$ cat config.mk
export PLATFORM = sky130hd
export DESIGN_NAME = decimal_list_statistics_unit
export DESIGN_NICKNAME = d
export VERILOG_FILES = /design/src/rtl/dls_pkg.sv /design/src/rtl/dls_alu.sv /design/src/rtl/decimal_list_statistics_unit.sv
export SDC_FILE = /design/constraint.sdc
export NUM_CORES = 1
export LEC_CHECK = 0
export ABC_CLOCK_PERIOD_IN_PS = 6890
export BUFFER_PORTS_ARGS = -buffer_cell sky130_fd_sc_hd__clkbuf_2
export CELL_PAD_IN_SITES_DETAIL_PLACEMENT = 1
export CELL_PAD_IN_SITES_GLOBAL_PLACEMENT = 1
export CORE_MARGIN = 2
export CORE_UTILIZATION = 48
export DETAILED_ROUTE_END_ITERATION = 10
export PLACE_DENSITY = 0.88
export SLEW_MARGIN = 20
export SYNTH_ARGS = -nofsm -noshare
export SYNTH_HDL_FRONTEND = slang
export SYNTH_SLANG_ARGS = --single-unit
export TNS_END_PERCENT = 100
$ cat constraint.sdc
create_clock -name clk -period 6.89 [get_ports clk]
set_input_delay 0 -clock clk [delete_from_list [all_inputs] [get_ports clk]]
set_output_delay 0 -clock clk [all_outputs]
set_load 0.005 [all_outputs]
$ cat src/rtl/dls_pkg.sv
// Shared types and constants for the decimal list statistics unit.
package dls_pkg;

	localparam logic [7:0] CH_COMMA = 8'h2C;
	localparam logic [7:0] CH_MINUS = 8'h2D;
	localparam logic [7:0] CH_ZERO  = 8'h30;
	localparam logic [7:0] CH_NINE  = 8'h39;

	localparam int unsigned ERR_BAD = 0;
	localparam int unsigned ERR_OVF = 1;

	// sequencer states, one-hot
	typedef enum logic [7:0] {
		S_IDLE  = 8'b0000_0001,
		S_MUL   = 8'b0000_0010,
		S_ADD   = 8'b0000_0100,
		S_CLOSE = 8'b0000_1000,
		S_ABS   = 8'b0001_0000,
		S_DIV   = 8'b0010_0000,
		S_SIGN  = 8'b0100_0000,
		S_EMIT  = 8'b1000_0000
	} dls_state_t;

	// control of the shared adder
	typedef struct packed {
		logic sub;
		logic neg_b;
	} dls_alu_ctl_t;

endpackage

$ cat src/rtl/dls_alu.sv
// Shared add/subtract unit used by the arithmetic steps of the sequencer.
module dls_alu
	import dls_pkg::*;
#(
	parameter int W = 34
) (
	input  logic signed [W-1:0] a,
	input  logic signed [W-1:0] b,
	input  dls_alu_ctl_t        ctl,
	output logic signed [W-1:0] res
);

	logic signed [W-1:0] b_eff;

	// neg_b and sub both subtract b; neg_b is used when a is zero (negate)
	assign b_eff = (ctl.sub || ctl.neg_b) ? ~b : b;
	assign res   = a + b_eff + W'(ctl.sub || ctl.neg_b);

endmodule

$ cat src/rtl/decimal_list_statistics_unit.sv
// Top level: statistics over a streamed comma-separated list of signed decimals.
//
// One ASCII byte enters per request on the slave stream; a request with tlast
// closes the list and one result then appears on the master stream: minimum,
// maximum, count and the mean in Q8 (sum*256/count, truncated toward zero,
// saturated). A '-' anywhere in a field makes it negative, empty fields are
// skipped, other bytes raise bad_char. Field magnitude, sum and count
// saturate and raise overflow. An empty list reports empty_res with zero
// min, max and mean. All work runs through one shared adder under a small
// sequencer, and the input is not ready while a byte is in work: '-' or a
// bad byte is taken in idle, a comma goes through the close step, a digit
// through the multiply and add steps (times ten and add use the adder twice).
// A final byte other than a comma then also closes the field, then come the
// absolute sum, restoring division (one quotient bit per cycle through the
// adder), the sign and the output register load (skipped straight to load for
// an empty list). The result register lets the next list start while the
// previous result still waits; a new final byte waits only if it is not taken.
module decimal_list_statistics_unit
	import dls_pkg::*;
#(
	parameter int VALUE_BITS = 16,
	parameter int MAX_FIELDS = 255
) (
	input  logic        clk,
	input  logic        arst_n,
	input  logic        s_axis_tvalid,
	output logic        s_axis_tready,
	input  logic [7:0]  s_axis_tdata,  // [7:0] in_char
	input  logic        s_axis_tlast,  // last
	output logic        m_axis_tvalid,
	input  logic        m_axis_tready,
	output logic [63:0] m_axis_tdata,  // [15:0] minimum, [31:16] maximum,
	                                   // [55:32] average_q8, [63:56] value_count
	output logic [2:0]  m_axis_tuser   // [0] empty_res, [1] bad_char, [2] overflow
);

	localparam int MAG_W  = VALUE_BITS - 1;
	localparam int SUM_W  = VALUE_BITS + 9;
	localparam int AVG_W  = VALUE_BITS + 8;
	localparam int DVD_W  = SUM_W + 8;
	localparam int ALU_W  = VALUE_BITS + 18;
	localparam int CNT_W  = $clog2(MAX_FIELDS + 1);
	localparam int DCNT_W = $clog2(DVD_W + 1);

	localparam logic signed [ALU_W-1:0] MAG_MAX_A =
		ALU_W'((64'd1 << (VALUE_BITS - 1)) - 64'd1);
	localparam logic signed [ALU_W-1:0] SUM_MAX_A =
		ALU_W'((64'd1 << (SUM_W - 1)) - 64'd1);
	localparam logic signed [ALU_W-1:0] SUM_MIN_A = -SUM_MAX_A - ALU_W'(1);
	localparam logic signed [ALU_W-1:0] AVG_MAX_A =
		ALU_W'((64'd1 << (AVG_W - 1)) - 64'd1);
	localparam logic signed [ALU_W-1:0] AVG_MIN_A = -AVG_MAX_A - ALU_W'(1);
	localparam logic signed [VALUE_BITS-1:0] VAL_MAX = VALUE_BITS'(MAG_MAX_A);
	localparam logic signed [VALUE_BITS-1:0] VAL_MIN = -VAL_MAX - VALUE_BITS'(1);
	localparam logic [CNT_W-1:0]  MAXF_C = CNT_W'(MAX_FIELDS);
	localparam logic [DCNT_W-1:0] DIV_STEPS = DCNT_W'(DVD_W);

	dls_state_t state_q;

	// list accumulators
	logic [MAG_W-1:0]             mag_q;
	logic                         neg_q;
	logic                         in_field_q;
	logic signed [SUM_W-1:0]      sum_q;
	logic [CNT_W-1:0]             total_q;
	logic signed [VALUE_BITS-1:0] min_q;
	logic signed [VALUE_BITS-1:0] max_q;
	logic [1:0]                   err_q;

	// work registers
	logic [7:0]              char_q;
	logic                    last_q;
	logic signed [ALU_W-1:0] tmp_q;
	logic [DVD_W-1:0]        dvd_q;
	logic [CNT_W-1:0]        rem_q;
	logic [DCNT_W-1:0]       div_cnt_q;
	logic signed [AVG_W-1:0] avg_q;

	// output register
	logic        out_valid_q;
	logic [63:0] out_data_q;
	logic [2:0]  out_user_q;

	logic signed [ALU_W-1:0] alu_a;
	logic signed [ALU_W-1:0] alu_b;
	logic signed [ALU_W-1:0] alu_res;
	dls_alu_ctl_t            alu_ctl;

	logic                         in_req;
	logic                         is_digit;
	logic signed [VALUE_BITS-1:0] fld_val;
	logic [CNT_W:0]               rem_shift;
	logic                         out_free;

	assign s_axis_tready = (state_q == S_IDLE);
	assign in_req        = s_axis_tvalid && s_axis_tready;
	assign is_digit      = (s_axis_tdata >= CH_ZERO) && (s_axis_tdata <= CH_NINE);
	assign out_free      = !out_valid_q || m_axis_tready;
	assign fld_val       = neg_q ? -$signed({1'b0, mag_q}) : $signed({1'b0, mag_q});
	assign rem_shift     = {rem_q, dvd_q[DVD_W-1]};

	assign m_axis_tvalid = out_valid_q;
	assign m_axis_tdata  = out_data_q;
	assign m_axis_tuser  = out_user_q;

	// operand selection for the shared adder
	always_comb begin
		alu_a   = '0;
		alu_b   = '0;
		alu_ctl = '0;
		unique case (state_q)
			S_MUL: begin
				alu_a = ALU_W'(mag_q) <<< 3;
				alu_b = ALU_W'(mag_q) <<< 1;
			end
			S_ADD: begin
				alu_a = tmp_q;
				alu_b = ALU_W'(char_q - CH_ZERO);
			end
			S_CLOSE: begin
				alu_a       = ALU_W'(sum_q);
				alu_b       = ALU_W'(mag_q);
				alu_ctl.sub = neg_q;
			end
			S_ABS: begin
				alu_b         = ALU_W'(sum_q);
				alu_ctl.neg_b = sum_q[SUM_W-1];
			end
			S_DIV: begin
				alu_a       = ALU_W'(rem_shift);
				alu_b       = ALU_W'(total_q);
				alu_ctl.sub = 1'b1;
			end
			S_SIGN: begin
				alu_b         = ALU_W'(dvd_q);
				alu_ctl.neg_b = sum_q[SUM_W-1];
			end
			S_IDLE, S_EMIT: begin
				alu_a = '0;
			end
			default: begin
				alu_a = '0;
			end
		endcase
	end

	dls_alu #(
		.W(ALU_W)
	) u_alu (
		.a  (alu_a),
		.b  (alu_b),
		.ctl(alu_ctl),
		.res(alu_res)
	);

	// work registers, no reset needed
	always_ff @(posedge clk) begin
		if (in_req) begin
			char_q <= s_axis_tdata;
		end
		if (state_q == S_MUL) begin
			tmp_q <= alu_res;
		end
		if (state_q == S_ABS) begin
			dvd_q <= DVD_W'({alu_res[SUM_W-1:0], 8'h00});
			rem_q <= '0;
		end
		if (state_q == S_DIV) begin
			if (!alu_res[ALU_W-1]) begin
				rem_q <= alu_res[CNT_W-1:0];
				dvd_q <= {dvd_q[DVD_W-2:0], 1'b1};
			end else begin
				rem_q <= rem_shift[CNT_W-1:0];
				dvd_q <= {dvd_q[DVD_W-2:0], 1'b0};
			end
		end
		if (state_q == S_SIGN) begin
			priority if (alu_res > AVG_MAX_A) begin
				avg_q <= AVG_W'(AVG_MAX_A);
			end else if (alu_res < AVG_MIN_A) begin
				avg_q <= AVG_W'(AVG_MIN_A);
			end else begin
				avg_q <= AVG_W'(alu_res);
			end
		end
	end

	// sequencer and accumulators
	always_ff @(posedge clk or negedge arst_n) begin
		if (!arst_n) begin
			state_q     <= S_IDLE;
			mag_q       <= '0;
			neg_q       <= 1'b0;
			in_field_q  <= 1'b0;
			sum_q       <= '0;
			total_q     <= '0;
			min_q       <= VAL_MAX;
			max_q       <= VAL_MIN;
			err_q       <= '0;
			last_q      <= 1'b0;
			div_cnt_q   <= '0;
			out_valid_q <= 1'b0;
			out_data_q  <= '0;
			out_user_q  <= '0;
		end else begin
			// a load wins over a hand-off in the same cycle
			if (state_q == S_EMIT && out_free) begin
				out_valid_q <= 1'b1;
			end else if (m_axis_tready) begin
				out_valid_q <= 1'b0;
			end
			unique case (state_q)
				S_IDLE: begin
					if (in_req) begin
						last_q <= s_axis_tlast;
						priority if (s_axis_tdata == CH_COMMA) begin
							state_q <= S_CLOSE;
						end else if (s_axis_tdata == CH_MINUS) begin
							in_field_q <= 1'b1;
							neg_q      <= 1'b1;
							if (s_axis_tlast) begin
								state_q <= S_CLOSE;
							end
						end else if (is_digit) begin
							in_field_q <= 1'b1;
							state_q    <= S_MUL;
						end else begin
							err_q[ERR_BAD] <= 1'b1;
							if (s_axis_tlast) begin
								state_q <= S_CLOSE;
							end
						end
					end
				end
				S_MUL: begin
					state_q <= S_ADD;
				end
				S_ADD: begin
					if (alu_res > MAG_MAX_A) begin
						mag_q          <= MAG_MAX_A[MAG_W-1:0];
						err_q[ERR_OVF] <= 1'b1;
					end else begin
						mag_q <= alu_res[MAG_W-1:0];
					end
					state_q <= last_q ? S_CLOSE : S_IDLE;
				end
				S_CLOSE: begin
					if (in_field_q) begin
						if (total_q >= MAXF_C) begin
							err_q[ERR_OVF] <= 1'b1;
						end else begin
							total_q <= total_q + CNT_W'(1);
							priority if (alu_res > SUM_MAX_A) begin
								sum_q          <= SUM_W'(SUM_MAX_A);
								err_q[ERR_OVF] <= 1'b1;
							end else if (alu_res < SUM_MIN_A) begin
								sum_q          <= SUM_W'(SUM_MIN_A);
								err_q[ERR_OVF] <= 1'b1;
							end else begin
								sum_q <= SUM_W'(alu_res);
							end
							if (fld_val < min_q) begin
								min_q <= fld_val;
							end
							if (fld_val > max_q) begin
								max_q <= fld_val;
							end
						end
					end
					mag_q      <= '0;
					neg_q      <= 1'b0;
					in_field_q <= 1'b0;
					priority if (!last_q) begin
						state_q <= S_IDLE;
					end else if (in_field_q && (total_q < MAXF_C)) begin
						state_q <= S_ABS;
					end else if (total_q == '0) begin
						state_q <= S_EMIT;
					end else begin
						state_q <= S_ABS;
					end
				end
				S_ABS: begin
					div_cnt_q <= DIV_STEPS;
					state_q   <= S_DIV;
				end
				S_DIV: begin
					div_cnt_q <= div_cnt_q - DCNT_W'(1);
					if (div_cnt_q == DCNT_W'(1)) begin
						state_q <= S_SIGN;
					end
				end
				S_SIGN: begin
					state_q <= S_EMIT;
				end
				S_EMIT: begin
					if (out_free) begin
						if (total_q == '0) begin
							out_data_q <= '0;
						end else begin
							out_data_q <= {8'(total_q), 24'(avg_q), 16'(max_q), 16'(min_q)};
						end
						out_user_q <= {err_q[ERR_OVF], err_q[ERR_BAD], (total_q == '0)};
						sum_q      <= '0;
						total_q    <= '0;
						min_q      <= VAL_MAX;
						max_q      <= VAL_MIN;
						err_q      <= '0;
						last_q     <= 1'b0;
						state_q    <= S_IDLE;
					end
				end
				default: begin
					state_q <= S_IDLE;
				end
			endcase
		end
	end

endmodule

==> impl_metrics.py <==
metrics = {
    "status": {
        "status": "completed",
    },
    "clock_network": {
        "clock_path_buffers": 3,
        "cts.sinks": 274,
        "path_clk_slew_ns": 0.06,
        "cts_tree": "yes",
        "clk_latency_ns": 0.58,
        "clockRootBuffer": "clkbuf_16",
        "cts_made_buffers": 30,
        "h-tree-depth": 1,
    },
    "cells_and_area": {
        "num_antenna_cells": 0,
        "finalNetCount": 1815,
        "register_area_um2": 7410,
        "final_layout_size_suffix_gt1_frac": 0.118,
        "finish.utilization": 0.544,
        "syn_to_final_growth_pct": 12.5,
        "multi_input_area_um2": 7530,
        "n_fill_cell": 3699,
    },
    "drt": {
        "ant_nets": 0,
        "drt_iter0_drc": 1303,
        "vias": 13921,
        "avgRoutedWirePerCell_um": 23.9,
        "drt_pass1_iterations": 7,
        "drcViolationCount": 0,
        "wirelength_mm": 52.4,
        "vias_per_cell": 6.33,
    },
    "grt": {
        "grt_pass1_vias": 14513,
        "grt_max_degree": 99,
        "track_usage": 0.308,
        "antenna_found_initial": 0,
        "overflow": 0,
        "grt_pass1_wl_mm": 81.7,
    },
    "worst_setup_path": {
        "cp_max_fo": 26,
        "crit_path_start_kind": "flip-flop",
        "worst_ep_arrival_time_ns": 6.70,
        "cp_slowest_stage_delay_ns": 0.81,
        "timing.rr.end": "avg_q[16]",
        "crit_chain": "nor4_2 > nand2_1 > nor3b_2 > buf_4 > a221o_1 > a221oi_1 > xor2_1 > ha_1 > and2_1 > nand3_1 > a2111oi_1 > nand4_1 > or3_4 > a31o_1 > a222oi_1 > nand3_2 > o21ai_2 > buf_4 > a21oi_1",
        "rrSetupSlack_ns": 0.47,
        "critPathRequiredTime_ns": 7.18,
        "ff2ff_path_depth": 19,
        "critPathCaptureType": "flip-flop",
        "cp_common_cell": "buf_4",
        "rr_startpoint": "state_q[2]",
        "cp_slowest_cell": "a2111oi_1",
        "path_class": "flip-flop to flip-flop",
    },
    "synth": {
        "synth-warning-count": 0,
        "synth.most_common_cell": "nand2_1",
        "synth_common_cells": "nand2_1 (312), dfrtp_1 (150), a21oi_1 (108)",
        "synthFlopType": "dfrtp_1",
        "synth_area_um2": 15600,
        "synth_edf_count": 107,
        "synth_fp_nets": 1763,
        "yosys.area.top_type_share": 0.240,
        "synth_cell_types": 80,
        "synth.largest_area_cell": "dfrtp_1",
        "synth_area_per_cell_um2": 9.29,
        "syn_inst": 1680,
        "synth_area_leaders": "dfrtp_1 (24%), edfxtp_1 (21%), nand2_1 (7.5%)",
        "synth_seq_cells": 274,
        "async_reset_ff_frac": 0.609,
        "ys_seq_area_frac": 0.475,
    },
    "placed_design": {
        "gp_congestion": 0.955,
        "preCtsSetupSlack_ns": 0.313,
        "dp_hpwl_mm": 34.6,
        "place.port_buffers": 81,
    },
    "sta": {
        "rsz0062_at_grt": "false",
        "final-setup-viol-count": 0,
        "fin_crit_sh": 0.931,
        "fin_skew_ns": 0.0354,
        "hold_viol_final": 0,
        "relSlewSlack": 0.332,
        "tightestPinTransition_ns": 1.00,
        "clock.fmax_ghz": 0.156,
        "layout_setup_ws_ns": 0.472,
        "post-route-min-period_ns": 6.42,
        "fin_tns_setup_ns": 0,
        "maxSlewViolCount": 0,
    },
    "die": {
        "io_pins": 82,
        "die_x_um": 184,
        "die_h_um": 184,
        "rows": 66,
        "die-area_um2": 34000,
        "core_um2": 32300,
        "start_util": 0.484,
    },
    "flow_run": {
        "cap_violations": 0,
    },
    "power_and_ir_drop": {
        "pwr-share-comb": 0.302,
        "p_switching_mw": 1.98,
        "swShare": 0.361,
        "power.density_nw_per_um2": 312,
        "p_int_mw": 3.50,
        "power_mw": 5.48,
        "p_leak_nw": 8.07,
        "p_clk_frac": 0.292,
        "ir_worst_vdd_mv": 0.198,
        "seqPwrFrac": 0.407,
    },
    "worst_hold_path": {
        "worstHoldPathType": "input pin to async pin",
    },
}
placed cells by master (no fill, tap or decap), types with 10 or more instances in the layout:
cell,Yosys,final
and3_1,21,19
xnor2_1,33,33
dlygate4sd3_1,0,12
a22oi_1,41,41
nor4_1,13,12
a21o_1,30,30
clkbuf_16,0,32
nand4_1,28,28
clkbuf_2,2,80
a22o_1,24,24
a221oi_1,21,21
o22a_1,15,15
ha_1,69,69
nor2_1,73,71
and2_1,15,13
buf_4,1,30
dfstp_2,17,17
xor2_1,38,38
inv_1,85,85
a21oi_1,108,108
dfrtp_1,150,150
a31oi_1,10,10
o21ai_0,86,85
nand2_1,312,310
a221o_1,11,11
or3_1,15,15
edfxtp_1,107,107
nand3_1,94,94
nor3_1,16,16
o21a_1,11,11
power groups by stage:
stage	Combinational, mW	Clock (mW)	Sequential [mW]
floorplan	1.12	0	2.15
global placement	1.46	0	2.22
detailed placement	1.57	0	2.24
CTS	1.62	1.61	2.22
global route	1.82	1.67	2.24
finish	1.65	1.60	2.23
critical path, delay by kind of cell (launching register included):
kind / cells / cell delay, ns
buf+inv: 2 / 0.64
flops: 1 / 0.47
compound gates: 7 / 1.93
xor+xnor: 1 / 0.19
fa+ha+maj: 1 / 0.44
simple gates: 8 / 2.42
registers in the layout, summed over array words and instances (netlist names), 15 cells and up:
name and count:
m_axis_tdata 64, tmp_q 34, dvd_q 33, sum_q 25
avg_q 24, max_q 16, min_q 16, mag_q 15
repair_timing:
item	in CTS	in global routing
setup buffers	0	2
endpoints found under the setup margin	0	55
hold endpoints to repair	101	0
hold buffers	12	0
resized for setup	0	2
per-layer routing:
| layer | wire length [µm] | up-vias | track usage |
|---|---|---|---|
| li1 | - | 6169 | - |
| met1 | 21100 | 6930 | 0.392 |
| met2 | 25500 | 652 | 0.525 |
| met3 | 3860 | 170 | 0.0496 |
| met4 | 2010 | 0 | 0.121 |
| met5 | 0 | - | 0 |
cell families after synthesis:
kind of cell,count (synthesis),synth area share
buffers and inverters,189,0.0471
muxes,8,0.00521
DFF,274,0.475
adders and majority gates,70,0.0566
and+or+nand+nor,636,0.190
AOI/OAI and AO/OA,432,0.187
xor gates and xnor gates,71,0.0398
per-stage QoR:
stage / instances / area (µm²) / hold slack [ns]
finish: 2198 / 17600 / 0.121
global route: 2198 / 17600 / 0.191
CTS: 2196 / 17500 / 0.149
detailed placement: 2128 / 16400 / 0.182
global placement: 2128 / 16400 / 0.175
floorplan: 1680 / 15600 / -0.296
cell type report:
| cell class | count | share of cell area |
|---|---|---|
| well taps | 442 | 0.0315 |
| inverters | 85 | 0.0182 |
| flip-flops and latches | 274 | 0.422 |
| clock buffers | 45 | 0.0512 |
| multi-input cells | 1217 | 0.429 |
| clock inverters | 11 | 0.00371 |
| repair buffers | 124 | 0.0442 |
how the worst max path moves through the flow:
stage	start	endpoint
detailed placement	state_q[1]	mag_q[1]
global placement	state_q[1]	mag_q[1]
global route	state_q[2]	avg_q[16]
floorplan	state_q[2]	avg_q[0]
CTS	state_q[1]	mag_q[1]
finish	state_q[2]	avg_q[16]
No activity file was read; power rests on OpenSTA's default activity.
